File: src/rtl/jsce_pkg.sv
// Shared types and opcode constants for the JTAG shift command engine.
package jsce_pkg;

	typedef struct packed {
		logic [7:0] host_byte;
		logic [7:0] tdo_samples;
	} jsce_in_t;

	typedef struct packed {
		logic       kind;
		logic       tdi_level;
		logic       tms_level;
		logic [7:0] reply_byte;
		logic       last;
	} jsce_out_t;

	// Command flag bit positions
	localparam int unsigned CMD_INSTR_BIT = 7;
	localparam int unsigned CMD_TMS_BIT   = 6;
	localparam int unsigned CMD_READ_BIT  = 5;
	localparam int unsigned CMD_LSB_BIT   = 3;
	localparam int unsigned CMD_BITS_BIT  = 1;

	localparam logic KIND_PULSE = 1'b0;
	localparam logic KIND_REPLY = 1'b1;

	localparam logic [7:0] REPLY_BAD_CMD = 8'hFA;
	localparam logic [7:0] REPLY_ZERO    = 8'h00;

	// Instruction opcodes
	localparam logic [7:0] OP_SET_LOW     = 8'h80;
	localparam logic [7:0] OP_READ_LOW    = 8'h81;
	localparam logic [7:0] OP_SET_HIGH    = 8'h82;
	localparam logic [7:0] OP_READ_HIGH   = 8'h83;
	localparam logic [7:0] OP_LOOP_ON     = 8'h84;
	localparam logic [7:0] OP_LOOP_OFF    = 8'h85;
	localparam logic [7:0] OP_CLK_DIV     = 8'h86;
	localparam logic [7:0] OP_SEND_IMM    = 8'h87;
	localparam logic [7:0] OP_WAIT_H      = 8'h88;
	localparam logic [7:0] OP_WAIT_L      = 8'h89;
	localparam logic [7:0] OP_DIV5_OFF    = 8'h8A;
	localparam logic [7:0] OP_DIV5_ON     = 8'h8B;
	localparam logic [7:0] OP_3PH_ON      = 8'h8C;
	localparam logic [7:0] OP_3PH_OFF     = 8'h8D;
	localparam logic [7:0] OP_CLK_BITS    = 8'h8E;
	localparam logic [7:0] OP_CLK_BYTES   = 8'h8F;
	localparam logic [7:0] OP_CLK_WAIT_H  = 8'h94;
	localparam logic [7:0] OP_CLK_WAIT_L  = 8'h95;
	localparam logic [7:0] OP_ADAPT_ON    = 8'h96;
	localparam logic [7:0] OP_ADAPT_OFF   = 8'h97;
	localparam logic [7:0] OP_CLK_BYTES_H = 8'h9C;
	localparam logic [7:0] OP_CLK_BYTES_L = 8'h9D;

endpackage

File: src/rtl/jtag_shift_command_engine.sv
// JTAG shift command engine: host command byte interpreter with a serial pulse sequencer.
// Results are registered; no new byte is taken until the sequencer is idle again.
// A data byte gives N pulses (N up to 8) and, with the read flag, a capture reply; opcode,
// length and skipped bytes give none; pin reads a zero reply; unknown FA and the opcode.
// One pulse per cycle from the shared shift/capture unit while the output register is free.
// Reset (arst_n low, asynchronous): idle awaiting an opcode, pins low, no result pending.
module jtag_shift_command_engine
	import jsce_pkg::*;
(
	input  logic      clk,
	input  logic      arst_n,
	input  logic      in_valid,
	output logic      in_ready,
	input  jsce_in_t  in_data,
	output logic      out_valid,
	input  logic      out_ready,
	output jsce_out_t out_data
);

	typedef enum logic [2:0] {
		PH_IDLE, PH_LEN_LO, PH_LEN_HI, PH_SHIFT_BYTE, PH_SHIFT_BITS, PH_SKIP
	} phase_t;

	typedef enum logic [2:0] {
		ST_IDLE, ST_PULSE, ST_CAPT, ST_ZERO, ST_BAD, ST_OPCODE
	} seq_t;

	phase_t     phase_q;
	seq_t       st_q;
	logic [7:0] cmd_q;
	logic [15:0] len_q;
	logic [1:0] skip_q;
	logic       tdi_pin_q;
	logic       tms_pin_q;
	logic [7:0] data_q;
	logic [7:0] samp_q;
	logic [7:0] cap_q;
	logic [3:0] cnt_q;
	logic [2:0] k_q;
	logic       on_tms_q;
	logic       out_valid_q;
	jsce_out_t  out_q;

	logic       accept;
	logic       out_free;
	logic       out_load;
	logic       lsb;
	logic       rd;
	logic       pulse_bit;
	logic       nxt_tdi;
	logic       nxt_tms;
	logic [2:0] cap_idx;
	logic       cnt_last;
	logic [1:0] skip_dec;

	assign in_ready  = (st_q == ST_IDLE);
	assign accept    = in_valid && in_ready;
	assign out_free  = !out_valid_q || out_ready;
	assign out_load  = out_free && (st_q == ST_PULSE || st_q == ST_CAPT || st_q == ST_ZERO ||
		st_q == ST_BAD || st_q == ST_OPCODE);
	assign out_valid = out_valid_q;
	assign out_data  = out_q;

	always_comb begin
		lsb       = cmd_q[CMD_LSB_BIT];
		rd        = cmd_q[CMD_READ_BIT];
		pulse_bit = lsb ? data_q[0] : data_q[7];
		nxt_tdi   = on_tms_q ? tdi_pin_q : pulse_bit;
		nxt_tms   = on_tms_q ? pulse_bit : tms_pin_q;
		cap_idx   = lsb ? k_q : ~k_q;
		cnt_last  = (cnt_q == 4'd1);
		skip_dec  = (skip_q != 2'd0) ? skip_q - 2'd1 : skip_q;
	end

	always_ff @(posedge clk or negedge arst_n) begin
		if (!arst_n) begin
			phase_q     <= PH_IDLE;
			st_q        <= ST_IDLE;
			cmd_q       <= '0;
			len_q       <= '0;
			skip_q      <= '0;
			tdi_pin_q   <= 1'b0;
			tms_pin_q   <= 1'b0;
			data_q      <= '0;
			samp_q      <= '0;
			cap_q       <= '0;
			cnt_q       <= '0;
			k_q         <= '0;
			on_tms_q    <= 1'b0;
			out_valid_q <= 1'b0;
			out_q       <= '0;
		end else begin
			if (out_ready && !out_load)
				out_valid_q <= 1'b0;
			case (st_q)
				ST_IDLE: begin
					if (accept) begin
						case (phase_q)
							PH_LEN_LO: begin
								len_q   <= {8'h00, in_data.host_byte};
								phase_q <= cmd_q[CMD_BITS_BIT] ? PH_SHIFT_BITS : PH_LEN_HI;
							end
							PH_LEN_HI: begin
								len_q[15:8] <= in_data.host_byte;
								phase_q     <= PH_SHIFT_BYTE;
							end
							PH_SHIFT_BYTE: begin
								data_q   <= in_data.host_byte;
								samp_q   <= in_data.tdo_samples;
								cap_q    <= '0;
								cnt_q    <= 4'd8;
								k_q      <= '0;
								on_tms_q <= 1'b0;
								st_q     <= ST_PULSE;
								if (len_q != 16'd0)
									len_q <= len_q - 16'd1;
								else
									phase_q <= PH_IDLE;
							end
							PH_SHIFT_BITS: begin
								data_q   <= in_data.host_byte;
								samp_q   <= in_data.tdo_samples;
								cap_q    <= '0;
								cnt_q    <= {1'b0, len_q[2:0]} + 4'd1;
								k_q      <= '0;
								on_tms_q <= cmd_q[CMD_TMS_BIT];
								// TMS shifts hold TDI at data bit 7
								if (cmd_q[CMD_TMS_BIT])
									tdi_pin_q <= in_data.host_byte[7];
								st_q     <= ST_PULSE;
								phase_q  <= PH_IDLE;
							end
							PH_SKIP: begin
								skip_q <= skip_dec;
								if (skip_dec == 2'd0)
									phase_q <= PH_IDLE;
							end
							default: begin
								cmd_q   <= in_data.host_byte;
								if (!in_data.host_byte[CMD_INSTR_BIT]) begin
									phase_q <= PH_LEN_LO;
								end else begin
									case (in_data.host_byte)
										OP_SET_LOW, OP_SET_HIGH, OP_CLK_DIV, OP_CLK_BYTES,
										OP_CLK_BYTES_H, OP_CLK_BYTES_L: begin
											skip_q  <= 2'd2;
											phase_q <= PH_SKIP;
										end
										OP_CLK_BITS: begin
											skip_q  <= 2'd1;
											phase_q <= PH_SKIP;
										end
										OP_READ_LOW, OP_READ_HIGH: begin
											st_q    <= ST_ZERO;
											phase_q <= PH_IDLE;
										end
										OP_LOOP_ON, OP_LOOP_OFF, OP_SEND_IMM, OP_WAIT_H,
										OP_WAIT_L, OP_DIV5_OFF, OP_DIV5_ON, OP_3PH_ON,
										OP_3PH_OFF, OP_CLK_WAIT_H, OP_CLK_WAIT_L,
										OP_ADAPT_ON, OP_ADAPT_OFF: begin
											phase_q <= PH_IDLE;
										end
										default: begin
											st_q    <= ST_BAD;
											phase_q <= PH_IDLE;
										end
									endcase
								end
							end
						endcase
					end
				end
				ST_PULSE: begin
					if (out_free) begin
						out_valid_q          <= 1'b1;
						out_q.kind           <= KIND_PULSE;
						out_q.tdi_level      <= nxt_tdi;
						out_q.tms_level      <= nxt_tms;
						out_q.reply_byte     <= '0;
						out_q.last           <= cnt_last && !rd;
						tdi_pin_q            <= nxt_tdi;
						tms_pin_q            <= nxt_tms;
						cap_q[cap_idx]       <= samp_q[0];
						// advance the shifter toward the next bit
						data_q               <= lsb ? {1'b0, data_q[7:1]} : {data_q[6:0], 1'b0};
						samp_q               <= {1'b0, samp_q[7:1]};
						k_q                  <= k_q + 3'd1;
						cnt_q                <= cnt_q - 4'd1;
						if (cnt_last)
							st_q <= rd ? ST_CAPT : ST_IDLE;
					end
				end
				ST_CAPT, ST_ZERO, ST_BAD, ST_OPCODE: begin
					if (out_free) begin
						out_valid_q      <= 1'b1;
						out_q.kind       <= KIND_REPLY;
						out_q.tdi_level  <= 1'b0;
						out_q.tms_level  <= 1'b0;
						out_q.last       <= (st_q != ST_BAD);
						st_q             <= (st_q == ST_BAD) ? ST_OPCODE : ST_IDLE;
						case (st_q)
							ST_CAPT:   out_q.reply_byte <= cap_q;
							ST_BAD:    out_q.reply_byte <= REPLY_BAD_CMD;
							ST_OPCODE: out_q.reply_byte <= cmd_q;
							default:   out_q.reply_byte <= REPLY_ZERO;
						endcase
					end
				end
				default: begin
					st_q <= ST_IDLE;
				end
			endcase
		end
	end

	a_pulse_count: assert property (@(posedge clk) disable iff (!arst_n)
		(st_q == ST_PULSE) |-> (cnt_q != 4'd0))
		else $error("pulse sequencer running with zero count");

	a_capt_needs_read: assert property (@(posedge clk) disable iff (!arst_n)
		(st_q == ST_CAPT) |-> cmd_q[CMD_READ_BIT])
		else $error("capture reply without read flag");

	a_reply_pins_low: assert property (@(posedge clk) disable iff (!arst_n)
		(out_valid && out_data.kind == KIND_REPLY) |->
		(!out_data.tdi_level && !out_data.tms_level))
		else $error("reply result carries pin levels");

	a_pulse_no_byte: assert property (@(posedge clk) disable iff (!arst_n)
		(out_valid && out_data.kind == KIND_PULSE) |-> (out_data.reply_byte == 8'h00))
		else $error("pulse result carries reply byte");

	a_bad_then_opcode: assert property (@(posedge clk) disable iff (!arst_n)
		(st_q == ST_BAD && out_free) |=> (st_q == ST_OPCODE && out_data.reply_byte == REPLY_BAD_CMD))
		else $error("unknown opcode reply sequence broken");

endmodule
File: config.mk
export PLATFORM = sky130hd
export DESIGN_NAME = jtag_shift_command_engine
export DESIGN_NICKNAME = d
export VERILOG_FILES = /design/src/rtl/jsce_pkg.sv /design/src/rtl/jtag_shift_command_engine.sv
export SDC_FILE = /design/constraint.sdc
export NUM_CORES = 1
export LEC_CHECK = 0
export BUFFER_PORTS_ARGS = -buffer_cell sky130_fd_sc_hd__buf_4
export CAP_MARGIN = 20
export CORE_AREA = 3 3 138 140
export DETAILED_ROUTE_END_ITERATION = 8
export DIE_AREA = 0 0 141 143
export GPL_TIMING_DRIVEN = 0
export PLACE_DENSITY = 0.38
export SETUP_SLACK_MARGIN = 0.3
export SLEW_MARGIN = 10
export SYNTH_ARGS = -nofsm -noshare
export SYNTH_HDL_FRONTEND = slang
export SYNTH_SLANG_ARGS = --single-unit
File: constraint.sdc
create_clock -name clk -period 3 [get_ports clk]
set_clock_uncertainty 0.05 [all_clocks]
set_input_delay 0.45 -clock clk [delete_from_list [all_inputs] [get_ports clk]]
set_output_delay 0.45 -clock clk [all_outputs]
set_load 0.03 [all_outputs]
* Word level (Yosys, flattened, before mapping) *
Cells that the tools add are included.

cells by class
  add/subtract/negate cells = 5
  order comparisons = 2
  eq/ne operators = 48
  muxes and demuxes = 64
  bitwise logic cells = 3
  reduce and logical (&&, ||, !) cells = 46

operator list
  operator                                                              count
  8-bit == test, second input constant                                  22
  8-bit two-way mux                                                     10
  8-bit case mux with 2 select lines                                    4
  8-bit case mux with 3 select lines                                    2
  3-bit two-way mux                                                     15
  12-bit two-way mux                                                    2
  12-bit case mux with 2 select lines                                   1
  4-bit AND reduction                                                   5
  20-bit OR reduction                                                   1
  3-bit case mux with 2 select lines                                    3
  16-bit two-way mux                                                    1
  2-bit inequality test, second input constant                          8
  4-bit case mux with 2 select lines                                    2
  16-bit nonzero test                                                   1
  16-bit by 1-bit subtractor with 16-bit output, second input constant  1
  3-bit case mux with 5 select lines                                    1
  3-bit by 2-bit == test with 1-bit output, second input constant       4
  3-bit == test, second input constant                                  4
  2-bit nonzero test                                                    6
  1-bit two-way mux                                                     11
  5-bit AND reduction                                                   2
  5-bit OR reduction                                                    2
  3-bit case mux with 3 select lines                                    1
  3-bit AND reduction                                                   3
  33 further kinds                                                      56

storage, ports and cells
  register bits = 79
  bits of input ports = 20
  output and inout bits = 14
  logic and storage cells = 188

* Depth between registers and ports, before layout *
  depth after elaboration = 11
  mapped depth = 8
  gate-level depth less buffers = 7

* Worst setup path before layout *
No wires, ideal clock.

  kind = reg2reg
  from = register len_q[0]
  to = register len_q[11]
  setup time = 126 ps
  arrival = 1,979 ps
  data required time = 2,824 ps
  path slack = 845 ps
  cell stages (with the launch flop) = 8
  buffers on the path = 0
  clock period less this slack = 2,155 ps
  cell sequence = dfrtp_1 inv_1 ha_1 or4b_1 nor4_4 or2_4 o21bai_1 a221o_1

between the ends
  cells in the longest elaborated chain, start to end = 3
  elaborated cells on any way between the ends = 6
  those cells by class = 1 x add/sub; 1 x eq/ne; 2 x mux; 2 x reduce/logical

RTL lines
  what                                                                                         RTL line                                                            source
  start, declared                                                                              jtag_shift_command_engine.sv:31                                     logic [15:0] len_q;
  start signal, assigned                                                                       jtag_shift_command_engine.sv:100                                    len_q <= {8'h00, in_data.host_byte};
  start signal, assigned                                                                       jtag_shift_command_engine.sv:116                                    len_q <= len_q - 16'd1;
  16-bit by 1-bit subtractor with 16-bit output / 16-bit nonzero test (equally long branches)  jtag_shift_command_engine.sv:116, jtag_shift_command_engine.sv:115
  16-bit two-way mux / 2-bit inequality test (equally long branches)                           --
  8-bit case mux with 3 select lines / 4-bit AND reduction (equally long branches)             --

Parallel ways exist; a longest one is shown, timed or not. The select of a mux whose other input is x is not followed.
A chain may end at the register's enable or synchronous reset.

* Worst setup path in the final report *
  from = register st_q[1]
  to = register cap_q[4]

between the ends
  cells in the longest elaborated chain, start to end = 4
  elaborated cells on any way between the ends = 9
  those cells by class = 4 x eq/ne; 1 x mux; 4 x reduce/logical

RTL lines
  what                                                        RTL line                                                          source
  start, declared                                             jtag_shift_command_engine.sv:29                                   seq_t st_q;
  start signal, assigned                                      jtag_shift_command_engine.sv:190                                  st_q <= rd ? ST_CAPT : ST_IDLE;
  start signal, assigned                                      jtag_shift_command_engine.sv:200                                  st_q <= (st_q == ST_BAD) ? ST_OPCODE : ST_IDLE;
  3-bit logical NOT                                           jtag_shift_command_engine.sv:56, jtag_shift_command_engine.sv:95
  1-bit logical AND                                           jtag_shift_command_engine.sv:57                                   assign accept = in_valid && in_ready;
  2-bit by 1-bit inequality test with 1-bit output (no line)  --
  4-bit AND reduction (no line)                               --
  end signal, assigned by index                               jtag_shift_command_engine.sv:183                                  cap_q[cap_idx] <= samp_q[0];
  end, declared                                               jtag_shift_command_engine.sv:37                                   logic [7:0] cap_q;

Parallel ways exist; a longest one is shown, timed or not.

==> summary.txt <==
Run status
  • Outcome: completed

CTS
  • Worst-path clk slew: 0.07 ns
  • CTS max path bufs: 2
  • Num CTS Buffers: 9
  • Worst-Skew Late Latency: 0.35 ns
  • H-tree depth: 3
  • TritonCTS clock tree: built
  • CTS Sinks: 79
  • CTS root buf: clkbuf_16

Cells and area
  • Proportion of layout cells with a drive suffix above 1: 14.4%
  • Ant. Diodes: 0
  • Register area: 1980 µm²
  • Non-Filler Instances: 804
  • Commonest non-fill, non-tap cell in the layout: dfrtp_1
  • Layout overhead on the synthesized area: 19.0%
  • Most frequent cells in the layout: 79 x dfrtp_1, 68 x nand2_1, 48 x o21ai_0
  • # fillers: 1935
  • Area of the multi-input gates: 2470 µm²
  • Final #Nets: 598

GRT
  • Vias in the first global route: 4034
  • Initial antenna violation count: 0
  • First-pass GRT wire length: 23300 µm
  • Largest net degree at the start of global routing: 80
  • Gr ovfl total: 0
  • GR Util All Layers: 14.9%

Detailed routing
  • Total wire length: 14400 µm
  • DRT antenna net count: 0
  • Avg WL per Cell: 17.9 µm
  • DRC: 0
  • Initial DRC Count: 206
  • Drt pass-1 iters: 4
  • Vias: 4063
  • Vias per std cell: 5.05

Critical path
  • CP max-delay cell: or4b_1
  • Crit path kind: reg -> reg
  • Register-to-Register Setup Slack: 0.46 ns
  • R2r endpoint: cap_q[4]$_DFFE_PN0P_
  • CP Launch Type: flop
  • Critical Path RT: 3.21 ns
  • Crit-path cells: clkbuf_1, or4b_1, clkbuf_1, o21ai_2, nand3_1, o22ai_1
  • Delay-heaviest family, CP: simple AND/OR/NAND/NOR gates
  • CP Data Arrival Time: 2.75 ns
  • Slowest stage delay, CP: 0.55 ns
  • Crit path capture type: flop
  • Worst-case reg-to-reg path depth: 6
  • CP dominant cell by count: clkbuf_1
  • R2r startpoint: st_q[1]$_DFFE_PN0P_
  • CP max FO: 9
  • Critical path buffers and inverters: 2

Logic synthesis
  • Mapped Area: 4600 µm²
  • Fraction of registers with async set/reset: 100%
  • Syn Area/Cell: 8.72 µm²
  • Post-Syn Instances: 528
  • Syn nets: 555
  • Seq/Total Area, Yosys: 42.9%
  • Post-synth EDFFs: 0
  • Synth warnings: 0
  • Synth unique cells: 62
  • Synth Flop Type: dfrtp_1
  • Yosys reg bits: 79

Min path
  • Worst hold stages: 3
  • HP Start: in_data[7]
  • Worst Hold End: samp_q[7]$_DFFE_PN0P_
  • Worst hold path class: in -> reg

Placed design
  • HPWL after detailed placement: 10300 µm
  • GP Congestion: 0.798
  • Placed Cells incl. Taps: 785
  • PortBufs: 28

Flow run
  • Max_cap viols: 0

Die
  • Die width: 141 µm
  • Core area: 18000 µm²
  • Rows: 49
  • # IOs: 34
  • Effective utilization at floorplan: 25.6%
  • Die Ht: 143 µm
  • Die Area: 20200 µm²

Timing
  • Max-slew violations: 0
  • Minimum clock period: 2.54 ns
  • Setup TNS: 0 ns
  • Fmax achieved: 0.394 GHz
  • Fin. Hold Viols: 0
  • Finish-stage setup viols: 0
  • Unrepaired setup endpoints after global routing: false
  • Final Cycle Share: 84.6%
  • Slew headroom: 53.8%
  • Worst-Margin Slew: 0.691 ns

Power and ir drop
  • Leak Pwr: 2.26 nW
  • Pwr Density: 1140 nW/µm²
  • VDD IR-drop max: 0.387 mV
[Yosys cell counts (3+ instances only)]
| cell | number | share of area [%] |
|---|---|---|
| and3_1 | 4 | 0.54 |
| o21ai_0 | 48 | 5.2 |
| inv_1 | 12 | 0.98 |
| dfrtp_1 | 79 | 43 |
| nor3_1 | 10 | 1.1 |
| nor3b_1 | 7 | 1.1 |
| ha_1 | 7 | 1.9 |
| nor4_1 | 7 | 0.95 |
| nand3b_1 | 4 | 0.65 |
| or3_1 | 7 | 0.95 |
| mux2i_1 | 8 | 1.7 |
| mux2_2 | 9 | 2.2 |
| nand2b_1 | 10 | 1.4 |
| or3b_2 | 3 | 0.57 |
| a211oi_1 | 3 | 0.49 |
| a32oi_1 | 3 | 0.57 |
| nand3_1 | 11 | 1.2 |
| nor2_1 | 44 | 3.6 |
| o221a_2 | 4 | 0.98 |
| nor2b_1 | 14 | 1.9 |
| o2bb2ai_1 | 6 | 1.1 |
| a22oi_1 | 17 | 2.8 |
| and2_1 | 6 | 0.82 |
| nand2_1 | 68 | 5.5 |
| o211ai_1 | 5 | 0.82 |
| a31oi_1 | 12 | 1.6 |
| clkbuf_1 | 32 | 2.6 |
| a21oi_1 | 32 | 3.5 |
| o31ai_1 | 3 | 0.49 |
| o22ai_1 | 4 | 0.54 |
| o21a_1 | 4 | 0.65 |
[how the worst max path moves through the flow]
| stage | slack [ns] | from | cells after the start | to |
|---|---|---|---|---|
| after detailed placement | 0.05 | st_q[1]$_DFFE_PN0P_ | 6 | cap_q[7]$_DFFE_PN0P_ |
| final | 0.46 | st_q[1]$_DFFE_PN0P_ | 6 | cap_q[4]$_DFFE_PN0P_ |
| after CTS | 0.30 | st_q[1]$_DFFE_PN0P_ | 5 | cmd_q[3]$_DFFE_PN0P_ |
| after global placement | 0.11 | phase_q[0]$_DFFE_PN0P_ | 6 | cap_q[7]$_DFFE_PN0P_ |
| after floorplan | 0.85 | len_q[0]$_DFFE_PN0P_ | 7 | len_q[11]$_DFFE_PN0P_ |
| after global routing | 0.29 | st_q[1]$_DFFE_PN0P_ | 6 | cap_q[7]$_DFFE_PN0P_ |
[where the power goes]
group	internal [W]	total [W]	switching [W]
Combinational	0.00120	0.00319	0.00200
Sequential	0.00153	0.00195	0.000420
Clock	0.000663	0.00112	0.000460
Total	0.00339	0.00627	0.00288
[cell families (layout without fill, tap and decap cells)]
logic type | Yosys count | count (layout) | share of synthesized area [%]
AND/OR/NAND/NOR | 211 | 211 | 23.8
AO/OA/AOI/OAI | 165 | 165 | 23.3
flip-flops | 79 | 79 | 42.9
buffers and inverters | 48 | 95 | 3.97
multiplexers | 17 | 17 | 3.94
adder cells (fa/ha/maj) | 7 | 7 | 1.90
XOR/XNOR | 1 | 1 | 0.190
[per-stage QoR]
| step | hold WS (ns) | setup slack (ns) | instance area, µm² | utilization (%) | total power (W) |
|---|---|---|---|---|---|
| 2_1_floorplan | 0.104 | 0.845 | 4600 | - | 0.00411 |
| 3_3_place_gp | 0.411 | 0.110 | 5100 | 28.4 | 0.00508 |
| 3_5_place_dp | 0.413 | 0.0515 | 5100 | 28.4 | 0.00513 |
| 4_1_cts | 0.271 | 0.300 | 5410 | 30.1 | 0.00631 |
| 5_1_grt | 0.304 | 0.290 | 5480 | 30.5 | 0.00683 |
| 6_report | 0.283 | 0.463 | 5480 | 30.5 | 0.00627 |
[registers in the layout (all words and copies together) (netlist names)]
register   count
out_valid      1
phase_q        3
cnt_q          4
cmd_q          8
tms_pin_q      1
samp_q         8
out_data      12
on_tms_q       1
k_q            3
skip_q         2
cap_q          8
len_q         16
data_q         8
st_q           3
tdi_pin_q      1
[cell type report]
| class | instances | area share (%) |
|---|---|---|
| well taps | 229 | 5.23 |
| flip-flops and latches | 79 | 36.1 |
| clock buffers | 10 | 4.36 |
| multi-input cells | 401 | 45.0 |
| clock inverters | 5 | 1.07 |
| plain buffers | 36 | 2.60 |
| repair buffers | 32 | 4.80 |
| inverters | 12 | 0.822 |
[metal layers]
metal	global-route usage, %	vias to the layer above	share of wire [%]
met2	24.0	73	47
met4	4.23	0	0.97
met5	0	-	0
li1	-	2011	-
met1	20.2	1966	48
met3	3.45	13	3.7
[tightest hold or removal path: stages]
cell	delay, ns
buf_4	0.07
nand3_1	0.05
nand2_1	0.06
[timing repair]
item                                    CTS  global route
gates resized for setup                   3            10
hold endpoints to repair                  0            19
hold buffers                              0             1
endpoints found under the setup margin   29            29
pin swaps                                 0             1
setup buffers                             0             2
(Power assumes the default switching activity.)
